[src/design/aba_pkg.sv]
// aba_pkg: shared types, codes and constants for the aligned bump region allocator.
// Depends on nothing; every other design file but aba_ram refers to it by scoped names.
`timescale 1ns / 1ps
`default_nettype none

package aba_pkg;

  localparam int MAX_REGIONS_DEF = 64;

  localparam int SIZE_W   = 6;   // log2 size field
  localparam int OFF_W    = 33;  // internal offset width
  localparam int EXT_W    = 35;  // room for aligned offset plus object size
  localparam int OBJ_W    = 32;  // reported object offset
  localparam int RIDX_W   = 6;   // reported region index
  localparam int STATUS_W = 2;

  localparam logic [SIZE_W-1:0] LOG_MAX = 6'd32;

  localparam logic CMD_ADD   = 1'b0;
  localparam logic CMD_ALLOC = 1'b1;

  localparam logic [STATUS_W-1:0] ST_OK        = 2'd0;
  localparam logic [STATUS_W-1:0] ST_ZERO_SIZE = 2'd1;
  localparam logic [STATUS_W-1:0] ST_NO_FIT    = 2'd2;
  localparam logic [STATUS_W-1:0] ST_FULL      = 2'd3;

  typedef struct packed {
    logic              cmd;
    logic [SIZE_W-1:0] size_log2;
  } in_item_t;

  typedef struct packed {
    logic [STATUS_W-1:0] status;
    logic [RIDX_W-1:0]   region_index;
    logic [OBJ_W-1:0]    object_offset;
  } out_item_t;

  // one table entry as held in the region RAM
  typedef struct packed {
    logic [SIZE_W-1:0] log_size;
    logic [OFF_W-1:0]  used_offset;
  } entry_t;

  // fit check result for one entry
  typedef struct packed {
    logic             fits;
    logic [OBJ_W-1:0] aligned;
    logic [OFF_W-1:0] waste;
    logic [OFF_W-1:0] end_off;
  } fit_t;

endpackage

`default_nettype wire

[src/design/aba_ram.sv]
// aba_ram: generic single-write, single-read RAM with registered read data.
// Standalone; used for the region table.
`timescale 1ns / 1ps
`default_nettype none

module aba_ram #(
  parameter int WIDTH = 8,
  parameter int DEPTH = 16
) (
  input  wire logic                                     clk,
  input  wire logic                                     we,
  input  wire logic [((DEPTH > 1) ? $clog2(DEPTH) : 1)-1:0] waddr,
  input  wire logic [WIDTH-1:0]                         wdata,
  input  wire logic                                     re,
  input  wire logic [((DEPTH > 1) ? $clog2(DEPTH) : 1)-1:0] raddr,
  output logic      [WIDTH-1:0]                         rdata
);

  logic [WIDTH-1:0] mem [DEPTH];

  always_ff @(posedge clk) begin
    if (we) begin
      mem[waddr] <= wdata;
    end
    if (re) begin
      rdata <= mem[raddr];
    end
  end

endmodule

`default_nettype wire

[src/design/aba_fit.sv]
// aba_fit: alignment, fit and waste check of one table entry for one object size.
// Depends on aba_pkg.
`timescale 1ns / 1ps
`default_nettype none

module aba_fit (
  input  wire aba_pkg::entry_t               entry,
  input  wire logic [aba_pkg::SIZE_W-1:0]    obj_bits,
  output aba_pkg::fit_t                      fit
);

  logic [aba_pkg::EXT_W-1:0] obj_size;
  logic [aba_pkg::EXT_W-1:0] mask;
  logic [aba_pkg::EXT_W-1:0] off_ext;
  logic [aba_pkg::EXT_W-1:0] aligned;
  logic [aba_pkg::EXT_W-1:0] end_ext;
  logic [aba_pkg::EXT_W-1:0] limit;
  logic [aba_pkg::EXT_W-1:0] waste_ext;

  always_comb begin
    obj_size  = aba_pkg::EXT_W'(1) << obj_bits;
    mask      = obj_size - aba_pkg::EXT_W'(1);
    off_ext   = aba_pkg::EXT_W'(entry.used_offset);
    aligned   = (off_ext + mask) & ~mask;
    end_ext   = aligned + obj_size;
    limit     = aba_pkg::EXT_W'(1) << entry.log_size;
    waste_ext = aligned - off_ext;

    fit.fits    = (end_ext <= limit);
    fit.aligned = aligned[aba_pkg::OBJ_W-1:0];
    fit.waste   = waste_ext[aba_pkg::OFF_W-1:0];
    fit.end_off = end_ext[aba_pkg::OFF_W-1:0];
  end

endmodule

`default_nettype wire

[src/design/aligned_bump_region_allocator_core.sv]
// aligned_bump_region_allocator_core: top level, command sequencer around the region RAM.
// Depends on aba_pkg, aba_ram and aba_fit.
//
//   channel  ports                         handshake
//   -------  ----------------------------  ---------------------------------
//   in       start, busy, in_item          beat taken when start && !busy
//   out      out_valid, out_item           one-cycle strobe, no back-pressure
//
// Add: never raises busy; the result shows in the next cycle.
// Alloc: scans the table once from entry 0, one RAM read per entry, through the
//   equal-size run after the first fit, then writes back the chosen entry.
//   Rejected allocs (zero size, oversized, empty table) answer in the next cycle.
// Reset clears the region count, the sequencer and the result strobe; table contents
//   are not cleared, entries at or above the count are never read.
// The receiver cannot stall: each result is a single-cycle strobe.
`timescale 1ns / 1ps
`default_nettype none

module aligned_bump_region_allocator_core #(
  parameter int MAX_REGIONS = aba_pkg::MAX_REGIONS_DEF
) (
  input  wire logic               clk,
  input  wire logic               rst_n,
  input  wire logic               start,
  output logic                    busy,
  input  wire aba_pkg::in_item_t  in_item,
  output logic                    out_valid,
  output aba_pkg::out_item_t      out_item
);

  localparam int IDX_W = (MAX_REGIONS > 1) ? $clog2(MAX_REGIONS) : 1;
  localparam int CNT_W = $clog2(MAX_REGIONS + 1);
  localparam int ENT_W = $bits(aba_pkg::entry_t);

  // sequencer states
  localparam logic [1:0] S_IDLE = 2'd0;  // waiting for a command
  localparam logic [1:0] S_FIND = 2'd1;  // first-fit search
  localparam logic [1:0] S_RUN  = 2'd2;  // least-waste pick among same-size run
  localparam logic [1:0] S_BUMP = 2'd3;  // write back bumped offset

  logic [1:0]                  state_r, state_nxt;
  logic [CNT_W-1:0]            count_r, count_nxt;
  logic [IDX_W-1:0]            cur_idx_r, cur_idx_nxt;
  logic [aba_pkg::SIZE_W-1:0]  req_bits_r, req_bits_nxt;
  logic [IDX_W-1:0]            best_idx_r, best_idx_nxt;
  logic [aba_pkg::SIZE_W-1:0]  best_log_r, best_log_nxt;
  logic [aba_pkg::OFF_W-1:0]   best_waste_r, best_waste_nxt;
  logic [aba_pkg::OBJ_W-1:0]   best_aligned_r, best_aligned_nxt;
  logic [aba_pkg::OFF_W-1:0]   best_end_r, best_end_nxt;
  logic                        out_valid_r, out_valid_nxt;
  aba_pkg::out_item_t          out_item_r, out_item_nxt;

  // RAM port controls
  logic                 ram_we;
  logic [IDX_W-1:0]     ram_waddr;
  aba_pkg::entry_t      ram_wentry;
  logic                 ram_re;
  logic [IDX_W-1:0]     ram_raddr;
  logic [ENT_W-1:0]     ram_rdata;
  aba_pkg::entry_t      rd_entry;
  aba_pkg::fit_t        fit;

  logic                 accept;
  logic                 table_full;
  logic [CNT_W-1:0]     next_idx_ext;
  logic                 more;
  logic [IDX_W+5:0]     count_idx_ext;
  logic [IDX_W+5:0]     best_idx_ext;

  assign rd_entry = aba_pkg::entry_t'(ram_rdata);

  aba_ram #(
    .WIDTH (ENT_W),
    .DEPTH (MAX_REGIONS)
  ) u_table (
    .clk   (clk),
    .we    (ram_we),
    .waddr (ram_waddr),
    .wdata (ram_wentry),
    .re    (ram_re),
    .raddr (ram_raddr),
    .rdata (ram_rdata)
  );

  // fit check on the entry read in the previous cycle
  aba_fit u_fit (
    .entry    (rd_entry),
    .obj_bits (req_bits_r),
    .fit      (fit)
  );

  assign busy      = (state_r != S_IDLE);
  assign accept    = start && !busy;
  assign out_valid = out_valid_r;
  assign out_item  = out_item_r;

  assign table_full   = (count_r == CNT_W'(MAX_REGIONS));
  assign next_idx_ext = CNT_W'(cur_idx_r) + CNT_W'(1);
  assign more         = (next_idx_ext < count_r);

  // reported index is the low six bits of the region number
  assign count_idx_ext = {6'd0, count_r[IDX_W-1:0]};
  assign best_idx_ext  = {6'd0, best_idx_r};

  // Only one command is in flight, so a write-back always lands before the
  // next scan reads the table: no forwarding needed.
  always_comb begin
    state_nxt        = state_r;
    count_nxt        = count_r;
    cur_idx_nxt      = cur_idx_r;
    req_bits_nxt     = req_bits_r;
    best_idx_nxt     = best_idx_r;
    best_log_nxt     = best_log_r;
    best_waste_nxt   = best_waste_r;
    best_aligned_nxt = best_aligned_r;
    best_end_nxt     = best_end_r;
    out_valid_nxt    = 1'b0;
    out_item_nxt     = out_item_r;

    ram_we                 = 1'b0;
    ram_waddr              = count_r[IDX_W-1:0];
    ram_wentry.log_size    = best_log_r;
    ram_wentry.used_offset = best_end_r;
    ram_re                 = 1'b0;
    ram_raddr              = next_idx_ext[IDX_W-1:0];

    unique case (state_r)
      S_IDLE: begin
        if (accept) begin
          out_item_nxt.status        = aba_pkg::ST_OK;
          out_item_nxt.region_index  = '0;
          out_item_nxt.object_offset = '0;
          if (in_item.cmd == aba_pkg::CMD_ADD) begin
            out_valid_nxt = 1'b1;
            if (table_full) begin
              out_item_nxt.status = aba_pkg::ST_FULL;
            end else begin
              // append region; oversized requests saturate at 2^32 bytes
              ram_we                 = 1'b1;
              ram_waddr              = count_r[IDX_W-1:0];
              ram_wentry.log_size    = (in_item.size_log2 > aba_pkg::LOG_MAX) ?
                                       aba_pkg::LOG_MAX : in_item.size_log2;
              ram_wentry.used_offset = '0;
              count_nxt              = count_r + CNT_W'(1);
              out_item_nxt.region_index = count_idx_ext[5:0];
            end
          end else if (in_item.size_log2 == '0) begin
            out_valid_nxt       = 1'b1;
            out_item_nxt.status = aba_pkg::ST_ZERO_SIZE;
          end else if (in_item.size_log2 > aba_pkg::LOG_MAX || count_r == '0) begin
            out_valid_nxt       = 1'b1;
            out_item_nxt.status = aba_pkg::ST_NO_FIT;
          end else begin
            ram_re       = 1'b1;
            ram_raddr    = '0;
            cur_idx_nxt  = '0;
            req_bits_nxt = in_item.size_log2;
            state_nxt    = S_FIND;
          end
        end
      end

      S_FIND: begin
        if (fit.fits) begin
          best_idx_nxt     = cur_idx_r;
          best_log_nxt     = rd_entry.log_size;
          best_waste_nxt   = fit.waste;
          best_aligned_nxt = fit.aligned;
          best_end_nxt     = fit.end_off;
          state_nxt        = S_BUMP;
          if (more) begin
            ram_re      = 1'b1;
            cur_idx_nxt = next_idx_ext[IDX_W-1:0];
            state_nxt   = S_RUN;
          end
        end else if (more) begin
          ram_re      = 1'b1;
          cur_idx_nxt = next_idx_ext[IDX_W-1:0];
        end else begin
          out_valid_nxt              = 1'b1;
          out_item_nxt.status        = aba_pkg::ST_NO_FIT;
          out_item_nxt.region_index  = '0;
          out_item_nxt.object_offset = '0;
          state_nxt                  = S_IDLE;
        end
      end

      S_RUN: begin
        state_nxt = S_BUMP;
        if (rd_entry.log_size == best_log_r) begin
          // strict compare: earlier region wins a tie
          if (fit.fits && fit.waste < best_waste_r) begin
            best_idx_nxt     = cur_idx_r;
            best_waste_nxt   = fit.waste;
            best_aligned_nxt = fit.aligned;
            best_end_nxt     = fit.end_off;
          end
          if (more) begin
            ram_re      = 1'b1;
            cur_idx_nxt = next_idx_ext[IDX_W-1:0];
            state_nxt   = S_RUN;
          end
        end
      end

      S_BUMP: begin
        ram_we                     = 1'b1;
        ram_waddr                  = best_idx_r;
        ram_wentry.log_size        = best_log_r;
        ram_wentry.used_offset     = best_end_r;
        out_valid_nxt              = 1'b1;
        out_item_nxt.status        = aba_pkg::ST_OK;
        out_item_nxt.region_index  = best_idx_ext[5:0];
        out_item_nxt.object_offset = best_aligned_r;
        state_nxt                  = S_IDLE;
      end

      default: begin
        state_nxt = S_IDLE;
      end
    endcase
  end

  always_ff @(posedge clk) begin
    if (!rst_n) begin
      state_r     <= S_IDLE;
      count_r     <= '0;
      out_valid_r <= 1'b0;
    end else begin
      state_r     <= state_nxt;
      count_r     <= count_nxt;
      out_valid_r <= out_valid_nxt;
    end
  end

  always_ff @(posedge clk) begin
    cur_idx_r      <= cur_idx_nxt;
    req_bits_r     <= req_bits_nxt;
    best_idx_r     <= best_idx_nxt;
    best_log_r     <= best_log_nxt;
    best_waste_r   <= best_waste_nxt;
    best_aligned_r <= best_aligned_nxt;
    best_end_r     <= best_end_nxt;
    out_item_r     <= out_item_nxt;
  end

endmodule

`default_nettype wire

[config.mk]
export PLATFORM = sky130hd
export DESIGN_NAME = aligned_bump_region_allocator_core
export DESIGN_NICKNAME = d
export VERILOG_FILES = /design/src/design/aba_pkg.sv /design/src/design/aba_ram.sv /design/src/design/aba_fit.sv /design/src/design/aligned_bump_region_allocator_core.sv
export SDC_FILE = /design/constraint.sdc
export NUM_CORES = 2
export LEC_CHECK = 0
export BUFFER_PORTS_ARGS = -buffer_cell sky130_fd_sc_hd__buf_4
export CAP_MARGIN = 20
export CORE_ASPECT_RATIO = 0.5
export CORE_MARGIN = 2
export CORE_UTILIZATION = 50
export DETAILED_ROUTE_END_ITERATION = 12
export PLACE_DENSITY = 0.65
export SETUP_SLACK_MARGIN = 0.5
export SYNTH_ARGS = -nofsm -noshare
export SYNTH_HDL_FRONTEND = slang
export SYNTH_SLANG_ARGS = --single-unit
[constraint.sdc]
create_clock -name clk -period 32.7 [get_ports clk]
set_clock_uncertainty 0.05 [all_clocks]
set_input_delay 0 -clock clk [delete_from_list [all_inputs] [get_ports clk]]
set_output_delay 0 -clock clk [all_outputs]
set_load 0.05 [all_outputs]
==> results_dict.tcl <==
set metrics [dict create \
    status "completed" \
    cap_violations 0 \
    yosysMostFrequentCell "edfxtp_1" \
    syn_area_per_cell_um2 13.9 \
    gp_congestion 0.901 \
    finalNonFillerCells 11300 \
    final_max_slew_viol_count 0 \
    cts_buffer_depth 4 \
    fin_area_mm2 0.125 \
    core_area_mm2 0.225 \
    antenna_left 0 \
    io_buffers 51 \
    grt_pass1_wl_um 484000 \
    numClockSinks 2707 \
    grt_max_degree 143 \
    rsz0062_at_grt "no" \
    start_util 0.503 \
    dp_slack_ns 20.70 \
    ys_ff_latch 2707 \
    clk_pin_slew_ns 0.07 \
    max_slew.worst_pin.slew_ns 1.33 \
    io_pins 52 \
    routed_wl_um 339000 \
    die_h_um 340 \
    ys_top_cells_by_area "edfxtp_1, nand2_1, mux2i_1" \
    fin_crit_ns 12.06 \
    worstPathArrival_ns 12.48 \
    hold_violations 0 \
    p_per_area_mw_per_mm2 72.2 \
    setup_viol 0 \
    cts_made_buffers 238 \
    nNetsFinal 8311 \
    ys_top_cells_by_count "edfxtp_1, nand2_1, clkbuf_1" \
    async_flop_share 0 \
    yosys_warnings 0 \
    post-dp-hpwl_um 187000 \
    fin_crit_sh 0.369 \
    synth_top_area_frac 0.717 \
    cp-start-kind "flop" \
    final_core_util 0.556 \
    fp.dieW_um 676 \
    clk_latency_ns 0.90 \
    relSlewSlack 0.105 \
    syn-cell-area_mm2 0.113 \
    crit_path_top_delay_cell "edfxtp_1" \
    wire_per_inst_um 30.0 \
    dr.first_iter.drc_count 11300 \
    htreeDepth 4 \
    antenna_found_initial 15 \
    min-delay-path-class "input pin to flop" \
    setup_ws_ns 20.64 \
    cp_slowest_stage_delay_ns 0.94 \
    vias 73300 \
    placed_cell_area_mm2 0.117 \
    ctsRootBufferMaster "clkbuf_16" \
    seq_area_frac_synth 0.718 \
    fmax_mhz 82.9 \
    grt_pass1_vias 67900 \
    ys.flop_type "edfxtp_1" \
    crit_fanout 66 \
    finalSetupTns_ns 0 \
    path_buf_inv 2 \
    synth_edf_count 2697 \
    drc 0 \
    yosys.area.top_type "edfxtp_1" \
    die-area_mm2 0.230 \
    ir_drop_mv 0.0551 \
    critPathKind "flop to flop" \
    drive_above_1_share 0.0912 \
    syn_to_final_growth_pct 10.6 \
    grt_overflow_total 0 \
    synth_cell_types 113 \
    dp.cells 10900 \
    grt_usage 0.288 \
    placementRows 123 \
    viasPerCell 6.48 \
    critPathCaptureType "flop" \
    cellLeakagePower_nw 41.9 \
    critPathRequiredTime_ns 33.12 \
    cts_tree "built" \
    syn_nets 8326 \
    syn_inst 8152 \
    postCtsSetupRepairBufs 0 \
    antenna_cells 0 \
    first_pass_iters 6 \
    cpLargestDelayFamily "simple AND/OR/NAND/NOR gates" \
]
## registers in the layout (all words and copies together), names as in the netlist, named ones only
register / cells
best_idx_r: 6
best_end_r: 33
req_bits_r: 6
count_r: 7
best_aligned_r: 32
state_r: 1
best_waste_r: 33
u_table.mem: 2496
u_table.rdata: 39
out_valid: 1
best_log_r: 6
out_item: 40
cur_idx_r: 6
## path summary, 6_finish.rpt
kind | from | endpoint | slack, ns | depth (start not counted)
min | start | out_valid | 0.16 | 6
max | req_bits_r[3] | best_waste_r[28] | 20.64 | 39
min reg2reg | best_aligned_r[21] | out_item[21] | 0.47 | 1
max reg2reg | req_bits_r[3] | best_waste_r[28] | 20.64 | 39
## logic make-up after synthesis
family | Yosys count | share of synthesized area
adders and majority gates | 166 | 0.0184
buffers and inverters | 638 | 0.0227
muxes | 276 | 0.0245
and+or+nand+nor | 2587 | 0.103
DFF | 2707 | 0.718
AOI/OAI and AO/OA | 1672 | 0.105
xor gates and xnor gates | 106 | 0.00821
## power by group
group | leakage (nW) | total, mW | internal, mW | switching (mW)
clock network | 3.57 | 2.74 | 1.49 | 1.25
logic | 13.8 | 2.29 | 0.599 | 1.69
registers | 24.6 | 4.00 | 3.97 | 0.0348
## cells in the final DEF (no fill, tap or decap), drive strengths merged, types with 14 or more instances in the layout
| master | count |
|---|---|
| nand2 | 1413 |
| o2111ai | 62 |
| o22a | 43 |
| and3 | 183 |
| a21o | 63 |
| o21a | 21 |
| o211ai | 110 |
| clkinv | 101 |
| xnor2 | 69 |
| a31oi | 165 |
| nand3 | 378 |
| a21oi | 374 |
| and2 | 87 |
| o221ai | 260 |
| ha | 163 |
| nor2 | 250 |
| xor2 | 37 |
| clkbuf | 302 |
| nand2b | 28 |
| o21ai | 200 |
| o21bai | 15 |
| nand4 | 26 |
| a311oi | 203 |
| o31ai | 70 |
| nor2b | 34 |
| nor3 | 112 |
| buf | 256 |
| dlygate4sd3 | 19 |
| inv | 107 |
| mux2i | 270 |
| bufinv | 17 |
| a211oi | 14 |
| edfxtp | 2697 |
## area by class of cell
cell class / count / area, um^2
Timing Repair Buffer: 277 / 2330
Clock inverter: 127 / 1040
Fill cell: 17800 / 99900
Sequential cell: 2707 / 81200
Clock buffer: 300 / 6290
Multi-Input combinational cell: 4807 / 30000
Tap cell: 3000 / 3750
Inverter: 106 / 408
## worst min-delay path: stages
cell and delay [ns]:
dlygate4sd3_1 0.54, buf_4 0.14, nand2_1 0.08, nor2_1 0.11
a311oi_1 0.05, nor3_1 0.11
## through the flow
step                hold slack, ns  power [mW]
floorplan                   0.0489        5.38
global placement             0.193        6.27
detailed placement           0.193        6.28
CTS                         0.0817        8.97
global route                 0.155        9.30
finish                       0.155        9.03
## repair_timing
item	CTS	global route
resized for setup	0	0
hold endpoints to repair	436	0
hold buffers	19	0
## metal layers
metal	wire length [um]	vias to the layer above	GRT usage
met5	14	-	0
met4	8870	2	0.0751
met3	41700	537	0.0636
met2	149000	4441	0.430
met1	140000	37000	0.429
li1	-	31400	-
Note: power is estimated with default switching activity, not from simulation.
